$ cat src/rtl/core/mmb_pkg.sv
// Shared types, constants and helper functions of the model matrix builder.
`timescale 1ns / 1ps
package mmb_pkg;

  localparam int TRIG_ITERATIONS_DEF = 16;
  localparam int COORD_FRAC_BITS_DEF = 16;

  localparam int IN_DATA_W  = 280;  // 273 payload bits padded to whole bytes
  localparam int OUT_DATA_W = 32;
  localparam int OUT_USER_W = 8;
  localparam int QUEUE_DEPTH = 2;
  localparam int DS_STEPS    = 32;  // result bits of the divide / square-root unit

  localparam logic [15:0] ANG_FULL    = 16'd46080;
  localparam logic [15:0] ANG_HALF    = 16'd23040;
  localparam logic [15:0] ANG_QUARTER = 16'd11520;
  localparam logic [15:0] SCALE_MIN   = 16'd1638;
  localparam logic [15:0] SCALE_MAX   = 16'd32768;

  localparam logic signed [33:0] CORDIC_GAIN = 34'sd652032874;
  localparam logic signed [33:0] ONE_Q30     = 34'sd1073741824;

  localparam logic [4:0] NORMAL_BASE = 5'd16;
  localparam logic [4:0] LAST_ELEM   = 5'd24;

  typedef enum logic [0:0] {
    DS_DIV,
    DS_SQRT
  } ds_mode_t;

  typedef struct packed {
    logic        start;
    ds_mode_t    mode;
    logic [63:0] num;
    logic [31:0] den;
  } ds_req_t;

  typedef struct packed {
    logic [2:0][31:0] pos;
    logic [2:0][31:0] org;
    logic [2:0][15:0] axis;
    logic [15:0]      ang;    // saturated, 0..46080
    logic [15:0]      scale;  // saturated, 1638..32768
    logic [31:0]      norm2;  // squared axis length
    logic             axis_err;
  } item_t;

  typedef enum logic [3:0] {
    ST_IDLE,
    ST_SQRT,
    ST_UDIV,
    ST_CORDIC,
    ST_MULR,
    ST_RSUM,
    ST_MULM,
    ST_MULT,
    ST_NDIV,
    ST_EMIT
  } back_state_t;

  // atan(2^-i) in units of 2^-23 degree
  function automatic logic [29:0] atan_lut(input logic [4:0] i);
    logic [29:0] v;
    unique case (i)
      5'd0:  v = 30'd377487360;
      5'd1:  v = 30'd222843801;
      5'd2:  v = 30'd117744544;
      5'd3:  v = 30'd59768969;
      5'd4:  v = 30'd30000467;
      5'd5:  v = 30'd15014858;
      5'd6:  v = 30'd7509261;
      5'd7:  v = 30'd3754860;
      5'd8:  v = 30'd1877459;
      5'd9:  v = 30'd938733;
      5'd10: v = 30'd469367;
      5'd11: v = 30'd234683;
      5'd12: v = 30'd117342;
      5'd13: v = 30'd58671;
      5'd14: v = 30'd29335;
      5'd15: v = 30'd14668;
      5'd16: v = 30'd7334;
      5'd17: v = 30'd3667;
      5'd18: v = 30'd1833;
      5'd19: v = 30'd917;
      5'd20: v = 30'd458;
      5'd21: v = 30'd229;
      5'd22: v = 30'd115;
      5'd23: v = 30'd57;
      5'd24: v = 30'd29;
      5'd25: v = 30'd14;
      5'd26: v = 30'd7;
      5'd27: v = 30'd4;
      5'd28: v = 30'd2;
      5'd29: v = 30'd1;
      default: v = 30'd0;
    endcase
    return v;
  endfunction

  function automatic logic [31:0] sat32(input logic signed [39:0] v);
    logic [31:0] r;
    if (v > 40'sd2147483647) begin
      r = 32'h7FFF_FFFF;
    end else if (v < -40'sd2147483648) begin
      r = 32'h8000_0000;
    end else begin
      r = v[31:0];
    end
    return r;
  endfunction

endpackage

$ cat src/rtl/core/mmb_front.sv
// Input stage: unpacks a word, saturates angle and scale, flags a zero axis.
`timescale 1ns / 1ps
module mmb_front (
  input  logic                          clk,
  input  logic                          rst,
  input  logic                          s_tvalid,
  output logic                          s_tready,
  input  logic [mmb_pkg::IN_DATA_W-1:0] s_tdata,
  output logic                          item_valid,
  input  logic                          item_ready,
  output mmb_pkg::item_t                item
);

  logic signed [15:0] ax, ay, az;
  logic signed [31:0] sqx, sqy, sqz;
  logic [32:0]        n2_sum;
  logic [16:0]        ang_raw;
  logic [15:0]        sc_raw;
  logic [15:0]        ang_sat;
  logic [15:0]        sc_sat;
  mmb_pkg::item_t     item_next;
  logic               accept;

  assign ax      = s_tdata[207:192];
  assign ay      = s_tdata[223:208];
  assign az      = s_tdata[239:224];
  assign ang_raw = s_tdata[256:240];
  assign sc_raw  = s_tdata[272:257];

  assign sqx    = ax * ax;
  assign sqy    = ay * ay;
  assign sqz    = az * az;
  assign n2_sum = 33'(unsigned'(sqx)) + 33'(unsigned'(sqy)) + 33'(unsigned'(sqz));

  always_comb begin
    if (ang_raw[16]) begin
      ang_sat = 16'd0;
    end else if (ang_raw[15:0] > mmb_pkg::ANG_FULL) begin
      ang_sat = mmb_pkg::ANG_FULL;
    end else begin
      ang_sat = ang_raw[15:0];
    end
    if (sc_raw < mmb_pkg::SCALE_MIN) begin
      sc_sat = mmb_pkg::SCALE_MIN;
    end else if (sc_raw > mmb_pkg::SCALE_MAX) begin
      sc_sat = mmb_pkg::SCALE_MAX;
    end else begin
      sc_sat = sc_raw;
    end
  end

  always_comb begin
    item_next.pos[0]  = s_tdata[31:0];
    item_next.pos[1]  = s_tdata[63:32];
    item_next.pos[2]  = s_tdata[95:64];
    item_next.org[0]  = s_tdata[127:96];
    item_next.org[1]  = s_tdata[159:128];
    item_next.org[2]  = s_tdata[191:160];
    item_next.axis[0] = ax;
    item_next.axis[1] = ay;
    item_next.axis[2] = az;
    item_next.ang     = ang_sat;
    item_next.scale   = sc_sat;
    item_next.norm2   = n2_sum[31:0];
    item_next.axis_err = (n2_sum == 33'd0);
  end

  assign s_tready = !item_valid || item_ready;
  assign accept   = s_tvalid && s_tready;

  always_ff @(posedge clk) begin
    if (rst) begin
      item_valid <= 1'b0;
    end else if (accept) begin
      item_valid <= 1'b1;
    end else if (item_ready) begin
      item_valid <= 1'b0;
    end
  end

  always_ff @(posedge clk) begin
    if (accept) begin
      item <= item_next;
    end
  end

endmodule

$ cat config.mk
export PLATFORM = sky130hd
export DESIGN_NAME = mmb_front
export DESIGN_NICKNAME = d
export VERILOG_FILES = /design/src/rtl/core/mmb_pkg.sv /design/src/rtl/core/mmb_front.sv
export SDC_FILE = /design/constraint.sdc
export NUM_CORES = 2
export LEC_CHECK = 0
export BUFFER_PORTS_ARGS = -buffer_cell sky130_fd_sc_hd__buf_2
export CORE_UTILIZATION = 50
export CTS_BUF_LIST = sky130_fd_sc_hd__clkbuf_4 sky130_fd_sc_hd__clkbuf_8
export CTS_CLUSTER_SIZE = 14
export DETAILED_ROUTE_END_ITERATION = 6
export GPL_TIMING_DRIVEN = 0
export PLACE_DENSITY = 0.69
export SYNTH_ARGS = -nofsm -noshare
export SYNTH_HDL_FRONTEND = slang
export SYNTH_SLANG_ARGS = --single-unit
$ cat constraint.sdc
create_clock -name clk -period 14.42 [get_ports clk]
set_input_delay 3.605 -clock clk [delete_from_list [all_inputs] [get_ports clk]]
set_output_delay 3.605 -clock clk [all_outputs]
set_load 0.02 [all_outputs]
Yosys cells after proc, flatten, opt, wreduce, memory -nomap -nowiden
Cells that the tools add are included.
W data, S select, Z words.
- register bits: 306
- latch bits: 0
- memory bits (writable): 0
- memory bits (read-only): 0
- input port bits: 284
- output and inout port bits: 307
- logic and storage cells: 35
- memories kept: 0
- add/sub/neg operators: 2
- multipliers: 3
- div/mod/pow operators: 0
- $lt $le $gt $ge: 3
- eq/ne operators: 0
- shifts and indexed selects: 0
- multiplexer cells: 4
- bitwise gates (word level): 0
- reductions and logical operators: 7
- operators with widths (cell ; number):
    $mul A16 B16 Y32 ; 3
    $add A32 B32 Y33 ; 1
    $add A33 B32 Y33 ; 1
    $logic_not A33 Y1 ; 1
    $gt A16 B16 Y1 const B ; 2
    $mux W16 ; 2
    $lt A16 B11 Y1 const B ; 1
    $reduce_or A2 Y1 ; 2
    $mux W1 ; 2
    $reduce_bool A2 Y1 ; 1
    $logic_and A1 B1 Y1 ; 1
    $logic_not A1 Y1 ; 1
    $logic_or A1 B1 Y1 ; 1

Logic depth before layout (Yosys ltp)
- depth in word-level cells: 4
- depth in mapped cells: 41

Worst setup path after synthesis
No wires, ideal clock.
- path kind: input-to-reg
- start point: input s_tdata[239] (netlist name)
- end point: register item[0] (netlist name) (data pin)
- library setup time: 0.133 ns
- arrival: 13.110 ns
- required time: 14.287 ns
- slack: 1.178 ns
- stages on the path: 38
- buffers on the path: 2
- path through: clkbuf_1 clkbuf_1 and2_1 fa_1 inv_1 fa_1 fa_1 inv_1 fa_1 fa_1 inv_1 fa_1 inv_1 ha_1 a21o_1 a21o_1 a21oi_1 o21ai_0 [2 not listed] a21oi_1 o21ba_2 o21ai_0 a21oi_1 xnor2_1 fa_1 inv_1 ha_1 inv_1 a211oi_1 nand3_1 or3_2 or4_1 or4_1 nor4b_1 or4b_1 a2111oi_0 and3_1
- RTL lines (element ; line ; source):
    start, declared ; mmb_front.sv:8 ; input logic [mmb_pkg::IN_DATA_W-1:0] s_tdata,
    end signal, assigned ; mmb_front.sv:83 ; item <= item_next;
    end, declared ; mmb_front.sv:11 ; output mmb_pkg::item_t item

==> results.md <==
* Max FO, Critical Path at 10
* Simple-Gate Fraction of Synth Area at 8.20%
* Synthesized-area fraction occupied by adder cells at 48.1%
* Residual DRC at 0
* Final Max Slew Viols at 0
* Hold slack at 0.742 ns
* Vias in the first global route at 28200
* Nets at 5544
* Global placement routability congestion at 1.00
* Largest family of logic cells by synthesized area: adder cells
* Post-Syn Area at 38500 sq um
* Yosys reg bits at 306
* Worst Setup Path Type: in2reg
* Slew @ Worst Pin at 0.743 ns
* Mean routed wirelength per cell at 20.6 um
* Crit. End Element: register
* Worst reg2reg path startpoint: item_valid
* Post-synthesis mux area share at 0.0585%
* Most frequent cells in the layout: inv_1 (1065), fa_1 (743), buf_2 (584)
* Number of synthesized flops with an enable pin at 305
* Sequential area share after synthesis at 23.8%
* Dominant synthesized flop cell: edfxtp_1
* Clk slew on worst S/H paths at 0.06 ns
* Die ar. at 78100 sq um
* # fillers at 6687
* Area of the multi-input gates at 25100 sq um
* Post-synth cell types at 64
* Initial core utilization at 50.6%
* Cells after Synth at 3602
* Detailed-route via count at 26900
* First-pass GRT wire length at 167000 um
* Status: complete, no violations
* I/O Buffers at 583
* Period utilization at 96.9%
* DP Area at 42900 sq um
* Post-detail-place hpwl at 96100 um
* Slowest cell on the critical path: or4b_1
* Hold path start: item_valid
* Synth Area in Compound Gates at 5.19%
* Synthesized Nets at 4919
* Final TNS setup at 0 ns
* Clock latency at the later pin of the worst-skew pair at 0.69 ns
* CTS tree: yes
* Total track usage at 29.0%
* Mapped Avg Cell Area at 10.7 sq um
* Die X at 280 um
* Hold Path Stages at 2
* Clk root buf: clkbuf_8
* Chip Height at 280 um
* Setup crit start kind: primary input
* Row count at 101
* Post-Route WL at 110000 um
* Core Area at 76100 sq um
* Reg area at 9180 sq um
* Slowest stage delay, CP at 0.54 ns
* Pin count of the biggest net entering global routing at 70
* ANT nets after route at 0
* Arrival time worst endpoint at 14.52 ns
* Drt initial violations at 1823
* Final instance area at 44100 sq um
* Commonest non-fill, non-tap cell in the layout: inv_1
* Pre-antenna DRT Iters at 5
* Setup-failing EPs final at 0
* Ratio of cells with drive above 1 in the final layout at 17.4%
* CTS Buffer Depth at 3
* Worst R2R End: item[87]
* Worst r2r path cells at 7
* Grt total ovfl at 0
* Max Fclk at 71.6 MHz
* R2R Setup Slk at 11.27 ns
* Area growth, synth to finish at 14.5%
* Io pins at 591
* Req. time, crit path at 14.97 ns
* Post-synth ARST share at 0%
* Synth warnings at 0
* Max-Cap Viols at 0
* Slew HR at 49.8%
* Post-route clock skew at 0.0513 ns
* Final Util at 58.0%
* CTS Hold Bufs at 0
* Initial antenna violation count at 71
* Vias/cell at 5.05
* Synth Area in XOR/XNOR at 3.53%
* CTS HTree Levels at 2
* CTS sink cnt at 306
* Hold Path Class: reg2reg
* Total CTS buffers at 55
* Post-route minimum period at 13.97 ns
* Worst Hold Endpoint: item_valid
* Hold Violations, Final at 0
registers in the layout, summed over array words and instances (netlist names):
register / flops
item_valid: 1
item: 305
critical path: cells and delay by family:
kind / cells / cell delay, ns
compound gates: 10 / 2.88
xor+xnor: 1 / 0.16
fa+ha+maj: 9 / 3.50
buf+inv: 9 / 1.31
simple gates: 9 / 3.01
cell usage after synthesis (all sizes together), types with 10 or more instances:
library cell / instances / area [sq um]
and3: 11 / 68.8
edfxtp: 305 / 9160
o21ai: 55 / 275
and2: 148 / 926
o21a: 16 / 120
nor2b: 18 / 113
a21o: 54 / 408
inv: 1067 / 4010
nand2b: 30 / 188
ha: 289 / 3620
a21oi: 94 / 470
a31oi: 17 / 106
nor3: 11 / 55.1
fa: 744 / 14900
xnor2: 104 / 911
a31o: 10 / 87.6
xor2: 51 / 447
o21bai: 17 / 128
nand2: 243 / 912
nand3: 25 / 125
clkbuf: 70 / 267
nor2: 131 / 492
metrics by stage:
| step | setup WS [ns] | cells |
|---|---|---|
| final | 0.449 | 5331 |
| after detailed placement | -1.37 | 5220 |
| after floorplan | 1.18 | 3602 |
| after global routing | -0.000266 | 5318 |
| after global placement | -1.32 | 5215 |
| after CTS | 0.00362 | 5308 |
kinds of logic after synthesis:
family / count (synthesis)
adders and majority gates: 1033
buffers and inverters: 1139
DFF: 306
AOI/OAI and AO/OA: 310
and+or+nand+nor: 657
muxes: 2
xor gates and xnor gates: 155
how the worst max path moves through the flow:
stage / cells after the start / startpoint / to / slack (ns)
2_1_floorplan: 38 / s_tdata[239] / item[0] / 1.18
3_3_place_gp: 39 / s_tdata[239] / item[0] / -1.32
3_5_place_dp: 39 / s_tdata[239] / item[0] / -1.37
4_1_cts: 38 / s_tdata[233] / item[0] / 0.004
5_1_grt: 37 / s_tdata[193] / item[0] / -0.0003
6_report: 38 / s_tdata[197] / item[0] / 0.45
metal layers:
metal	track usage, %	share of wire, %	up-vias	wire length, um
met2	48.7	49	997	53800
met4	13.1	5.0	28	5450
met5	0	0.17	-	182
met3	5.67	7.2	282	7910
li1	-	-	12200	-
met1	36.3	39	13500	42300
final cells by class:
class	instances	area share (%)
multi-input cells	2157	56.9
flip-flops and latches	306	20.8
inverters	1069	9.11
repair buffers	591	6.98
well taps	1030	2.92
clock buffers	73	2.02
clock inverters	27	0.616
plain buffers	47	0.482
diodes	31	0.176
what timing repair did:
item                       CTS  global route
gates resized for setup      9            46
setup endpoints to repair    1             1
setup buffers                0             3
Power is left out: the tool's default activity adds up to more than one toggle a clock period on the data nets, which glitch-free logic cannot reach.
