**config.mk**
```make
export PLATFORM = sky130hd
export DESIGN_NAME = mmb_queue
export DESIGN_NICKNAME = d
export VERILOG_FILES = /design/src/rtl/core/mmb_pkg.sv /design/src/rtl/core/mmb_queue.sv
export SDC_FILE = /design/constraint.sdc
export NUM_CORES = 1
export LEC_CHECK = 0
export ABC_AREA = 1
export BUFFER_PORTS_ARGS = -buffer_cell sky130_fd_sc_hd__buf_2
export CAP_MARGIN = 20
export CORE_AREA = 3 3 236 238
export CTS_BUF_LIST = sky130_fd_sc_hd__clkbuf_4 sky130_fd_sc_hd__clkbuf_8 sky130_fd_sc_hd__clkbuf_16
export CTS_CLUSTER_SIZE = 14
export DETAILED_ROUTE_END_ITERATION = 7
export DIE_AREA = 0 0 239 241
export PLACE_DENSITY = 0.68
export SETUP_SLACK_MARGIN = 0.3
export SLEW_MARGIN = 10
export SYNTH_ARGS = -nofsm -noshare
export SYNTH_HDL_FRONTEND = slang
export SYNTH_SLANG_ARGS = --single-unit
```
**constraint.sdc**
```tcl
create_clock -name clk -period 15.95 [get_ports clk]
set_input_delay 1.595 -clock clk [delete_from_list [all_inputs] [get_ports clk]]
set_output_delay 1.595 -clock clk [all_outputs]
set_load 0.01 [all_outputs]
```
**src/rtl/core/mmb_pkg.sv**
```systemverilog
// Shared types, constants and helper functions of the model matrix builder.
`timescale 1ns / 1ps
package mmb_pkg;

  localparam int TRIG_ITERATIONS_DEF = 16;
  localparam int COORD_FRAC_BITS_DEF = 16;

  localparam int IN_DATA_W  = 280;  // 273 payload bits padded to whole bytes
  localparam int OUT_DATA_W = 32;
  localparam int OUT_USER_W = 8;
  localparam int QUEUE_DEPTH = 2;
  localparam int DS_STEPS    = 32;  // result bits of the divide / square-root unit

  localparam logic [15:0] ANG_FULL    = 16'd46080;
  localparam logic [15:0] ANG_HALF    = 16'd23040;
  localparam logic [15:0] ANG_QUARTER = 16'd11520;
  localparam logic [15:0] SCALE_MIN   = 16'd1638;
  localparam logic [15:0] SCALE_MAX   = 16'd32768;

  localparam logic signed [33:0] CORDIC_GAIN = 34'sd652032874;
  localparam logic signed [33:0] ONE_Q30     = 34'sd1073741824;

  localparam logic [4:0] NORMAL_BASE = 5'd16;
  localparam logic [4:0] LAST_ELEM   = 5'd24;

  typedef enum logic [0:0] {
    DS_DIV,
    DS_SQRT
  } ds_mode_t;

  typedef struct packed {
    logic        start;
    ds_mode_t    mode;
    logic [63:0] num;
    logic [31:0] den;
  } ds_req_t;

  typedef struct packed {
    logic [2:0][31:0] pos;
    logic [2:0][31:0] org;
    logic [2:0][15:0] axis;
    logic [15:0]      ang;    // saturated, 0..46080
    logic [15:0]      scale;  // saturated, 1638..32768
    logic [31:0]      norm2;  // squared axis length
    logic             axis_err;
  } item_t;

  typedef enum logic [3:0] {
    ST_IDLE,
    ST_SQRT,
    ST_UDIV,
    ST_CORDIC,
    ST_MULR,
    ST_RSUM,
    ST_MULM,
    ST_MULT,
    ST_NDIV,
    ST_EMIT
  } back_state_t;

  // atan(2^-i) in units of 2^-23 degree
  function automatic logic [29:0] atan_lut(input logic [4:0] i);
    logic [29:0] v;
    unique case (i)
      5'd0:  v = 30'd377487360;
      5'd1:  v = 30'd222843801;
      5'd2:  v = 30'd117744544;
      5'd3:  v = 30'd59768969;
      5'd4:  v = 30'd30000467;
      5'd5:  v = 30'd15014858;
      5'd6:  v = 30'd7509261;
      5'd7:  v = 30'd3754860;
      5'd8:  v = 30'd1877459;
      5'd9:  v = 30'd938733;
      5'd10: v = 30'd469367;
      5'd11: v = 30'd234683;
      5'd12: v = 30'd117342;
      5'd13: v = 30'd58671;
      5'd14: v = 30'd29335;
      5'd15: v = 30'd14668;
      5'd16: v = 30'd7334;
      5'd17: v = 30'd3667;
      5'd18: v = 30'd1833;
      5'd19: v = 30'd917;
      5'd20: v = 30'd458;
      5'd21: v = 30'd229;
      5'd22: v = 30'd115;
      5'd23: v = 30'd57;
      5'd24: v = 30'd29;
      5'd25: v = 30'd14;
      5'd26: v = 30'd7;
      5'd27: v = 30'd4;
      5'd28: v = 30'd2;
      5'd29: v = 30'd1;
      default: v = 30'd0;
    endcase
    return v;
  endfunction

  function automatic logic [31:0] sat32(input logic signed [39:0] v);
    logic [31:0] r;
    if (v > 40'sd2147483647) begin
      r = 32'h7FFF_FFFF;
    end else if (v < -40'sd2147483648) begin
      r = 32'h8000_0000;
    end else begin
      r = v[31:0];
    end
    return r;
  endfunction

endpackage

```
**src/rtl/core/mmb_queue.sv**
```systemverilog
// Short FIFO between the input stage and the compute engine.
`timescale 1ns / 1ps
module mmb_queue (
  input  logic           clk,
  input  logic           rst,
  input  logic           in_valid,
  output logic           in_ready,
  input  mmb_pkg::item_t in_item,
  output logic           out_valid,
  input  logic           out_ready,
  output mmb_pkg::item_t out_item
);

  localparam int Depth = mmb_pkg::QUEUE_DEPTH;
  localparam int AW    = $clog2(Depth);

  mmb_pkg::item_t  slots [Depth];
  logic [AW-1:0]   wr_ptr;
  logic [AW-1:0]   rd_ptr;
  logic [AW:0]     count;
  logic            push;
  logic            pop;

  assign in_ready  = (count != (AW+1)'(Depth));
  assign out_valid = (count != '0);
  assign out_item  = slots[rd_ptr];
  assign push      = in_valid && in_ready;
  assign pop       = out_valid && out_ready;

  always_ff @(posedge clk) begin
    if (rst) begin
      wr_ptr <= '0;
      rd_ptr <= '0;
      count  <= '0;
    end else begin
      if (push) begin
        wr_ptr <= (wr_ptr == AW'(Depth - 1)) ? '0 : wr_ptr + 1'b1;
      end
      if (pop) begin
        rd_ptr <= (rd_ptr == AW'(Depth - 1)) ? '0 : rd_ptr + 1'b1;
      end
      unique case ({push, pop})
        2'b10:   count <= count + 1'b1;
        2'b01:   count <= count - 1'b1;
        default: count <= count;
      endcase
    end
  end

  always_ff @(posedge clk) begin
    if (push) begin
      slots[wr_ptr] <= in_item;
    end
  end

endmodule

```
### Yosys cells after proc, flatten, opt, wreduce, memory -nomap -nowiden

Memories as Yosys holds them, arrays and structs flattened. A register that Yosys moved wholly into a read port is not among the register bits.
Index checks and enable logic that the tools add are counted.

* word-level logic and storage cells: 22
* RAM bits: 610
* memories kept: 1
* bits in registers: 4

* equality and inequality tests: 3
* add/sub/neg operators: 4
* reductions and logical operators: 4
* mux-type cells: 7

Memory list
* slots: depth 2, width 305, rd ports 1, clocked after memory_dff 1, write ports 1, RTL line mmb_queue.sv:17 `mmb_pkg::item_t slots [Depth];`

Operator list (number)
* $mux W1: 6
* $pmux W2 S2: 1
* $reduce_bool A2 Y1: 2
* $add A1 B1 Y1 const B: 2
* $add A2 B1 Y2 const B: 1
* $eq A2 B1 Y1 const B: 1
* $eq A2 B2 Y1 const B: 1
* $logic_and A1 B1 Y1: 2
* $ne A2 B2 Y1 const B: 1
* $sub A2 B1 Y2 const B: 1

### Longest topological paths before layout

Gate-level depths: netlist of run 1.

* depth in word-level cells: 4
* mapped depth: 10
* mapped depth without buffers: 10

### Least setup slack after synthesis of run 1

No wires, ideal clock.

* kind: input -> register
* from: input port in_valid
* to: memory slots[0][0] (netlist bit) (enable)
* setup slack: 0.653 ns
* stages on the path: 2
* data required time: 14.973 ns
* arrival time: 14.320 ns
* cells stage by stage: nand2_1 nor2_1

* cells in the longest elaborated chain, start to end: 3

RTL lines
* from (decl): RTL line mmb_queue.sv:6 `input logic in_valid,`
* $logic_and A1 B1 Y1: RTL line mmb_queue.sv:27 `assign push = in_valid && in_ready;`
* $mux W1: RTL line mmb_queue.sv:51 `if (push) begin`
* $mux W1 (implied by the code): RTL line mmb_queue.sv:52 `slots[wr_ptr] <= in_item;`
* to (decl): RTL line mmb_queue.sv:17

No other way between the ends.

==> results by group, run 1 <==
Critical path
  • Crit Path Category: register to output port
  • Worst path depth: 4
  • Worst path top cell family by delay: buffers and inverters
  • Critical path data required time: 14360 ps
  • Type of origin of the critical path: register
  • CP Capture Type: output port
  • Most frequent CP cell: buf_4
  • Crit-path cells: buf_4 > buf_4 > mux2_2 > buf_2
  • CP max stage delay: a little under 900 ps
  • R2R Path End: slots[0][280]
  • R2r worst-path depth: 6
  • CP max FO: 68
  • Slowest cell on the critical path: buf_4
  • FF-to-FF setup slack: 12330 ps
  • Critical path buffer and inverter count: 3
  • WP data arrival: 3610 ps
  • Reg2reg start: count[0]

GRT
  • Vias in the first global route: 12100
  • Total gr overflow: 0
  • GRT met1 Usage: 19.3%
  • Pin count of the biggest net entering global routing: 162
  • Initial antenna violation count: 16
  • Busiest grt layer: met2
  • All-layer global routing usage: roughly 17%
  • Met3 usage: 6.34%
  • First-pass GRT wire length: 72.9 mm
  • Met2 usage: 28.9%

Timing
  • Unrepaired setup endpoints after global routing: false
  • Worst Skew: ~12 ps
  • Slew margin rel.: 22.1%
  • Setup TNS: 0 ps
  • Tmin final: 5210 ps
  • Smallest hold slack: 515 ps
  • Setup ws final: 10740 ps
  • Setup violators final: 0
  • Final hold viol count: 0
  • Fin. max-slew vios: 0
  • Final worst path period share: 32.7%
  • Worst Tran Pin Value: around 1200 ps
  • Achievable Freq: between 150 and 200 MHz

Power and ir drop
  • Worst VDD drop: 0.118 mV
  • P_int: 0.00317 W
  • Static Leak: 10.5 nW
  • Sw frac: 24.8%
  • Pwr Density: about 150 mW/mm^2
  • Clock Power Share: 34.1%
  • NetSw: 0.00104 W
  • Combinational share of power: 17.7%
  • Seq pwr share: 48.2%

Run status
  • Status: complete, no violations

Placement
  • Post-DP HPWL: 35.5 mm
  • Routability cong.: about 0.84
  • Placed cell area: about 0.026 mm^2
  • Place WS: 11230 ps
  • Port bufs: 615

Clock network
  • CTS Hold Bufs: 0
  • Clock H-tree levels: 3
  • Clk_lat worst skew: about 570 ps
  • Inserted Clock Buffers: 66
  • TritonCTS clock tree: yes
  • Post-CTS Setup Bufs: 0
  • TritonCTS Sinks: 615
  • Resize count post-CTS: 0
  • Clock Tree Buf Depth: 3
  • Root buf cell: clkbuf_16
  • CTS clk-pin slew, worst paths: 50 ps

Route
  • Antenna viol nets, final: 0
  • Initial DRC count: slightly below 600
  • Final WL: 51.5 mm
  • First-pass DRT Iterations: 4
  • Vias: 11600
  • # DRC: 0
  • DR WL/cell: 21.5 um
  • Via/cell ratio: 4.84

Logic synthesis
  • Most common cell in the netlist: edfxtp_1
  • Number of synthesized flops with an enable pin: 610
  • Area contributors post-synth: edfxtp_1 (82%), mux2_2 (14%), buf_6 (1.5%)
  • Synth Register Bits: 615
  • Post-synthesis cell type count: 14
  • Post-Synthesis Cells: between 900 and 1000
  • Cell taking the most area after synthesis: edfxtp_1
  • Yosys warns: 0
  • Synth top area share: 81.7%
  • Part of the Yosys area used for sequential elements: 82.1%
  • Ys flop type: edfxtp_1
  • Ys async rst share: 0%
  • Synthesized area per cell: 22.7 um^2
  • Cell Area, Synth: about 0.022 mm^2
  • Syn_nets: 1297
  • Commonest cells post-synth: edfxtp_1 (610), mux2_2 (284), buf_6 (29)

Cells and area
  • Post-layout util: a little over half
  • Design Area, Final: 0.0282 mm^2
  • Layout cell share with drive strength beyond 1: 61.5%
  • Layout Nets: 1957
  • # fillers: 4342
  • Area Overhead vs Synth: 25.8%

Floorplan
  • Total core area: 0.0538 mm^2
  • Die extent in x: 239 um
  • IO Pins: 616
  • Die Span Y: between 200 and 250 um
  • Initial Utilization: 41.7%
  • Row cnt: 85
  • Die Area: 0.0576 mm^2

Job
  • Max_cap viols: 0

Min path
  • Worst Hold Depth: 2
  • Worst Hold Class: register to register
  • Worst Hold Launch: rd_ptr
  • Hold worst-path end: rd_ptr
## routing by layer
layer / part of all wire [%] / wire length [um]
met5: 0.20 / 101
met4: 3.2 / 1660
met3: 8.3 / 4300
met2: 51 / 26500
met1: 37 / 19000
## kinds of logic (layout without fill, tap and decap cells)
| family | count (synthesis) | count (layout) | share of synthesized area [%] |
|---|---|---|---|
| AO/OA/AOI/OAI | 5 | 5 | 0.112 |
| flip-flops | 615 | 615 | 82.1 |
| buffers and inverters | 42 | 750 | 1.70 |
| AND/OR/NAND/NOR | 19 | 19 | 0.329 |
| other | 0 | 10 | 0 |
| multiplexers | 305 | 305 | 15.7 |
| adder cells (fa/ha/maj) | 1 | 1 | 0.0558 |
## sequential cells by signal, indices dropped and copies added, names as in the netlist, named ones only
register  cells
slots       610
count         2
rd_ptr        1
wr_ptr        1
## power groups by stage
stage          combinational, W  clock (W)  sequential (W)
2_1_floorplan          0.000476          0         0.00213
3_3_place_gp           0.000749          0         0.00206
3_5_place_dp           0.000754          0         0.00206
4_1_cts                0.000760    0.00148         0.00203
5_1_grt                0.000801    0.00154         0.00204
6_report               0.000747    0.00143         0.00203
## worst max path at each step
stage | from | end | slack, ps
2_1_floorplan | in_valid | slots[0][0] | 650
3_3_place_gp | in_valid | slots[0][259] | 11280
3_5_place_dp | in_valid | slots[0][132] | 11230
4_1_cts | register | out_item[238] | 10690
5_1_grt | register | out_item[113] | 10560
6_report | register | out_item[113] | 10740
## layout make-up
type	instances	area (um^2)	share of cell area [%]
repair buffers	626	3170	11.2
clock inverters	22	174	0.617
multi-input cells	330	3640	12.9
well taps	696	871	3.09
diodes	10	25.0	0.0887
flip-flops and latches	615	18400	65.3
clock buffers	94	1880	6.66
inverters	8	30.0	0.106
## layout by cell type (no fill, tap or decap), types with 8 or more instances in the layout
master       n
buf_2      615
edfxtp_1   610
mux2_2     284
clkbuf_16   67
clkbuf_4    27
mux2_4      20
diode_2     10
buf_4       10
inv_1        8
nand2_1      8
nor2_1       8
clkinv_2     8
## worst reg2reg max path, delay by kind of cell (launching register included)
family        cells  cell delay [ps]
buf+inv           3             1990
flops             1              350
simple gates      3              830
## metrics by stage
step / cells / total power [W]
5_1_grt: 2398 / 0.00438
2_1_floorplan: 987 / 0.00261
6_report: 2401 / 0.00421
4_1_cts: 2391 / 0.00427
3_5_place_dp: 2275 / 0.00282
3_3_place_gp: 2275 / 0.00281
Note: power is estimated with default switching activity, not from simulation.
==> inputs of run 2 (changes only) <==
==> constraint.sdc (replaced) <==
create_clock -name clk -period 4.5 [get_ports clk]
set_input_delay 0.45 -clock clk [delete_from_list [all_inputs] [get_ports clk]]
set_output_delay 0.45 -clock clk [all_outputs]
set_load 0.01 [all_outputs]
==> run 2 against run 1 <==
Count of clock-buffer cells in the layout fell by 15. Hold slack worse by 470 ps. Combinational power grew to 3.7 times the previous value. Design area up 3.0%. Utilization grew 1.6 points. Setup slack worse by 9300 ps. Largest cell class unchanged.
==> results by group, run 2 (synthesized netlist as in run 1, its figures left out) <==
Power and ir drop
  • Pwr Density: 510 mW/mm^2 (+240%)
  • Static Leak: 10.9 nW (+3.3%)
  • Worst VDD drop: 0.359 mV (+200%)

Cells and area
  • Layout cell share with drive strength beyond 1: 59.0% (-2.5 points)
  • Commonest non-fill, non-tap cell in the layout: buf_2
  • Largest regs: slots (610), count (2)
  • Post-layout util: 54.0% (+1.6 points)
  • Most frequent cells in the layout: buf_2 (615), edfxtp_1 (610), mux2_2 (284)
  • Layout Nets: 2039 (+4.2%)
  • Area Overhead vs Synth: 29.6%
  • Largest reg by FF count: slots
  • Largest register FFs: 610 (unchanged)

Timing
  • Tmin final: 3090 ps
  • Achievable Freq: 324 MHz
  • Fin. max-slew vios: 0 (unchanged)
  • Final worst path period share: 68.7%
  • Setup violators final: 0 (unchanged)
  • Worst Tran Pin Value: 963 ps (-205 ps)
  • Unrepaired setup endpoints after global routing: false
  • Slew margin rel.: 35.8% (+14 points)
  • Smallest hold slack: 40.3 ps (-474 ps)
  • Setup TNS: 0 ps (unchanged)
  • Worst Skew: 14.9 ps (+3.33 ps)
  • Final hold viol count: 0 (unchanged)

Placement
  • Post-DP HPWL: 36.9 mm (+4.0%)
  • Routability cong.: 0.865 (+3.2%)
  • Port bufs: 615 (unchanged)

Route
  • Vias: 12000 (+3.3%)
  • Antenna viol nets, final: 0 (unchanged)
  • DR WL/cell: 21.1 um (-1.6%)
  • Initial DRC count: 667 (+15%)
  • Via/cell ratio: 4.83 (-0.28%)
  • First-pass DRT Iterations: 5 (+1)
  • # DRC: 0 (unchanged)
  • Final WL: 52.5 mm (+1.9%)

Run status
  • Status: complete, no violations

Clock network
  • Clock Tree Buf Depth: 3 (unchanged)
  • Clock H-tree levels: 2 (-1)
  • CTS clk-pin slew, worst paths: 60 ps (about the same)
  • TritonCTS Sinks: 615 (unchanged)
  • TritonCTS clock tree: yes
  • Clk_lat worst skew: 590 ps (+20 ps)
  • Inserted Clock Buffers: 61 (-7.6%)
  • Root buf cell: clkbuf_16

Critical path
  • Crit Path Category: register to output port
  • Type of origin of the critical path: register
  • WP data arrival: 2640 ps (-970 ps)
  • Critical path buffer and inverter count: 2 (-1)
  • Slowest cell on the critical path: dfxtp_4
  • CP max FO: 55 (-19%)
  • Worst path top cell family by delay: flip-flops
  • CP Capture Type: output port
  • CP max stage delay: 970 ps (+100 ps)
  • Crit-path cells: buf_4 > mux2_2 > buf_2
  • Critical path data required time: 4050 ps (-10310 ps)

Floorplan
  • Row cnt: 85 (unchanged)
  • IO Pins: 616 (unchanged)
  • Die extent in x: 239 um (unchanged)
  • Die Area: 0.0576 mm^2 (unchanged)
  • Total core area: 0.0538 mm^2 (unchanged)
  • Die Span Y: 241 um (unchanged)
  • Initial Utilization: 41.7% (unchanged)

GRT
  • Vias in the first global route: 12700 (+5.3%)
  • All-layer global routing usage: 17.2% (+0.30 points)
  • Total gr overflow: 0 (unchanged)
  • Initial antenna violation count: 14 (-2)
  • Pin count of the biggest net entering global routing: 90 (-44%)
  • First-pass GRT wire length: 75.4 mm (+3.3%)

Job
  • Max_cap viols: 0 (unchanged)

Min path
  • Worst Hold Class: input port to register
-- run 2: routing by layer --
layer	vias up	wire length (um)	global-route usage [%]
met1	5982	19100	19.8
met2	469	27500	30.1
met5	-	41	0
met4	6	1760	7.13
met3	108	4040	5.31
li1	5437	-	-
-- run 2: metrics by stage --
step	std cells	area [um^2]	power, W	setup slack [ps]
after detailed placement	2292	26400	0.0101	1950
after global routing	2484	29100	0.0154	1220
after floorplan	987	22500	0.00901	-976
final	2486	29100	0.0148	1410
after global placement	2292	26400	0.0100	2030
after CTS	2474	29000	0.0150	1290
-- run 2: repair_timing --
action                                 CTS  global route
resized for setup                        0             0
setup buffers                            0             0
endpoints found under the hold margin  125             2
hold buffers                            69             1
-- run 2: final timing paths --
path,startpoint,to,slack (ps),depth (start not counted)
worst max register to register,count[0],slots[1][240],2290,6
worst min register to register,rd_ptr,rd_ptr,500,2
worst min-delay path,in_item[165],slots[1][165],40,1
worst max-delay path,register,out_item[163],1410,3
-- run 2: final cells by class --
class	instances	area (um^2)
multi-input combinational	330	3650
fill	4196	24700
inverter	8	30.0
clock inverter	34	240
sequential	615	18400
tap	696	871
antenna	11	27.5
clock buffer	79	1700
timing repair buffer	713	4130
-- run 2: report_power, final --
part,internal (W),switching (W),leakage [nW]
registers,0.00701,0.000190,5.74
clock network,0.00282,0.00202,0.968
logic,0.00127,0.00151,4.17
==> inputs of run 3 (changes only) <==
==> constraint.sdc (replaced) <==
create_clock -name clk -period 2.6 [get_ports clk]
set_input_delay 0.26 -clock clk [delete_from_list [all_inputs] [get_ports clk]]
set_output_delay 0.26 -clock clk [all_outputs]
set_load 0.01 [all_outputs]
==> run 3 against run 2 <==
Wire length increased by 7.9%. Sequential power is 72% higher. First-iteration DRC count is 9.3% lower. Via count is 8.3% higher. Setup slack got worse by 1100 ps.
==> results by group, run 3 (synthesized netlist as in run 1, its figures left out) <==
Clock network
  • TritonCTS clock tree: yes
  • TritonCTS Sinks: 615 (unchanged)
  • Root buf cell: clkbuf_16
  • Clk_lat worst skew: 600 ps (about the same)
  • Inserted Clock Buffers: 60 (-1.6%)
  • CTS clk-pin slew, worst paths: 60 ps (about the same)
  • Clock H-tree levels: 2 (unchanged)
  • Clock Tree Buf Depth: 3 (unchanged)

Placement
  • Placed cell area: 0.0265 mm^2 (+0.21%)
  • Post-DP HPWL: 36.8 mm (-0.25%)
  • Port bufs: 615 (unchanged)
  • Routability cong.: 0.829 (-4.2%)

Timing
  • Setup TNS: 0 ps (unchanged)
  • Slew margin rel.: 63.6% (+28 points)
  • Worst Skew: 13.4 ps (-1.53 ps)
  • Fin. max-slew vios: 0 (unchanged)
  • Final hold viol count: 0 (unchanged)
  • Tmin final: 2320 ps
  • Unrepaired setup endpoints after global routing: true
  • Achievable Freq: 431 MHz
  • Final worst path period share: between 80% and 90%
  • Smallest hold slack: 70.4 ps (+30.0 ps)
  • Setup violators final: 0 (unchanged)
  • Worst Tran Pin Value: 546 ps (-417 ps)

Power and ir drop
  • Pwr Density: 827 mW/mm^2 (+62%)
  • Static Leak: 12.0 nW (+10%)
  • Worst VDD drop: 0.686 mV (+91%)

Floorplan
  • Row cnt: 85 (unchanged)
  • IO Pins: 616 (unchanged)
  • Die Span Y: 241 um (unchanged)
  • Die Area: 0.0576 mm^2 (unchanged)
  • Initial Utilization: 41.7% (unchanged)
  • Total core area: 0.0538 mm^2 (unchanged)
  • Die extent in x: 239 um (unchanged)

Cells and area
  • Layout Nets: 2290 (+12%)
  • Post-layout util: 58.8% (+4.7 points)
  • Layout cell share with drive strength beyond 1: 52.4% (-6.7 points)
  • Area Overhead vs Synth: 41.0%
  • Largest reg by FF count: slots
  • # fillers: 3885 (-7.4%)
  • Commonest non-fill, non-tap cell in the layout: buf_2
  • Largest regs: slots (610), count (2)
  • Design Area, Final: 0.0316 mm^2 (+8.8%)
  • Largest register FFs: 610 (unchanged)
  • Most frequent cells in the layout: buf_2 (615), edfxtp_1 (610), dlygate4sd3_1 (307)

Job
  • Max_cap viols: 0 (unchanged)

Route
  • Initial DRC count: 605 (-9.3%)
  • Vias: 13000 (+8.3%)
  • Antenna viol nets, final: 0 (unchanged)
  • DR WL/cell: 20.8 um (-1.5%)
  • # DRC: 0 (unchanged)
  • Via/cell ratio: 4.77 (-1.2%)
  • First-pass DRT Iterations: 4 (-1)
  • Final WL: 56.7 mm (+7.9%)

Min path
  • Worst Hold Launch: out_ready
  • Worst Hold Depth: 5 (+4)
  • Worst Hold Class: input port to register

GRT
  • Vias in the first global route: 14300 (+12%)
  • Total gr overflow: 0 (unchanged)
  • Pin count of the biggest net entering global routing: 88 (-2.2%)
  • All-layer global routing usage: 18.9% (+1.6 points)
  • First-pass GRT wire length: 83.0 mm (+10%)
  • Initial antenna violation count: 2 (-12)

Run status
  • Status: complete, no violations

Critical path
  • R2R Path End: slots[1][150]
  • Crit Path Category: register to output port
  • Critical path data required time: 2340 ps (-1710 ps)
  • WP data arrival: 2060 ps (-580 ps)
  • FF-to-FF setup slack: 780 ps (-1510 ps)
  • Reg2reg start: count[0]
  • CP max FO: 87 (+58%)
  • R2r worst-path depth: 6 (unchanged)
  • Type of origin of the critical path: register
  • CP Capture Type: output port
run 3: worst max path at each step:
stage / cells after the start / to / start
CTS: 3 / out_item[266] / register
global placement: 6 / slots[0][162] / count[0]
floorplan: 4 / slots[0][0] / count[0]
global route: 3 / out_item[246] / register
finish: 3 / out_item[266] / register
detailed placement: 6 / slots[1][162] / count[0]
run 3: repair_timing:
| item | 4_1_cts | 5_1_grt |
|---|---|---|
| hold buffers | 307 | 0 |
| buffers inserted | 4 | 4 |
| setup endpoints to repair | 211 | 113 |
| cloned | 3 | 0 |
| endpoints found under the hold margin | 615 | 0 |
| resized for setup | 7 | 0 |
run 3: metrics by stage:
step                instances  total power, W  setup slack (ps)
finish                   2724          0.0261               281
global route             2724          0.0272               198
CTS                      2718          0.0263               237
detailed placement       2296          0.0175               779
global placement         2296          0.0174               791
floorplan                 987          0.0156             -2880
run 3: layout make-up:
cell class,instances,area [um^2],area share (%)
flip-flops and latches,615,18400,58.3
repair buffers,965,6760,21.4
multi-input cells,330,3650,11.5
clock buffers,78,1650,5.23
well taps,696,871,2.75
clock inverters,30,228,0.720
inverters,8,30.0,0.0950
diodes,2,5.00,0.0158
run 3: per-layer routing:
metal / track usage [%] / wire (um) / part of all wire [%] / up-vias
li1: - / - / - / 5935
met1: 21.5 / 20500 / 36 / 6406
met2: 33.7 / 30000 / 53 / 517
met3: 4.91 / 3870 / 6.8 / 138
met4: 7.99 / 2270 / 4.0 / 0
met5: 0 / 0 / 0 / -
run 3: where the power goes:
| group | internal, W | total, W | switching (W) | leakage, nW |
|---|---|---|---|---|
| Clock | 0.00476 | 0.00827 | 0.00351 | 0.943 |
| Sequential | 0.0121 | 0.0124 | 0.000255 | 5.74 |
| Combinational | 0.00261 | 0.00549 | 0.00288 | 5.29 |
| Total | 0.0195 | 0.0261 | 0.00665 | 12.0 |
run 3: worst max-delay path, cell delays in order, from the launching register on:
cell and delay, ps:
dfxtp_4 410, buf_16 340, mux2_2 410, buf_2 160
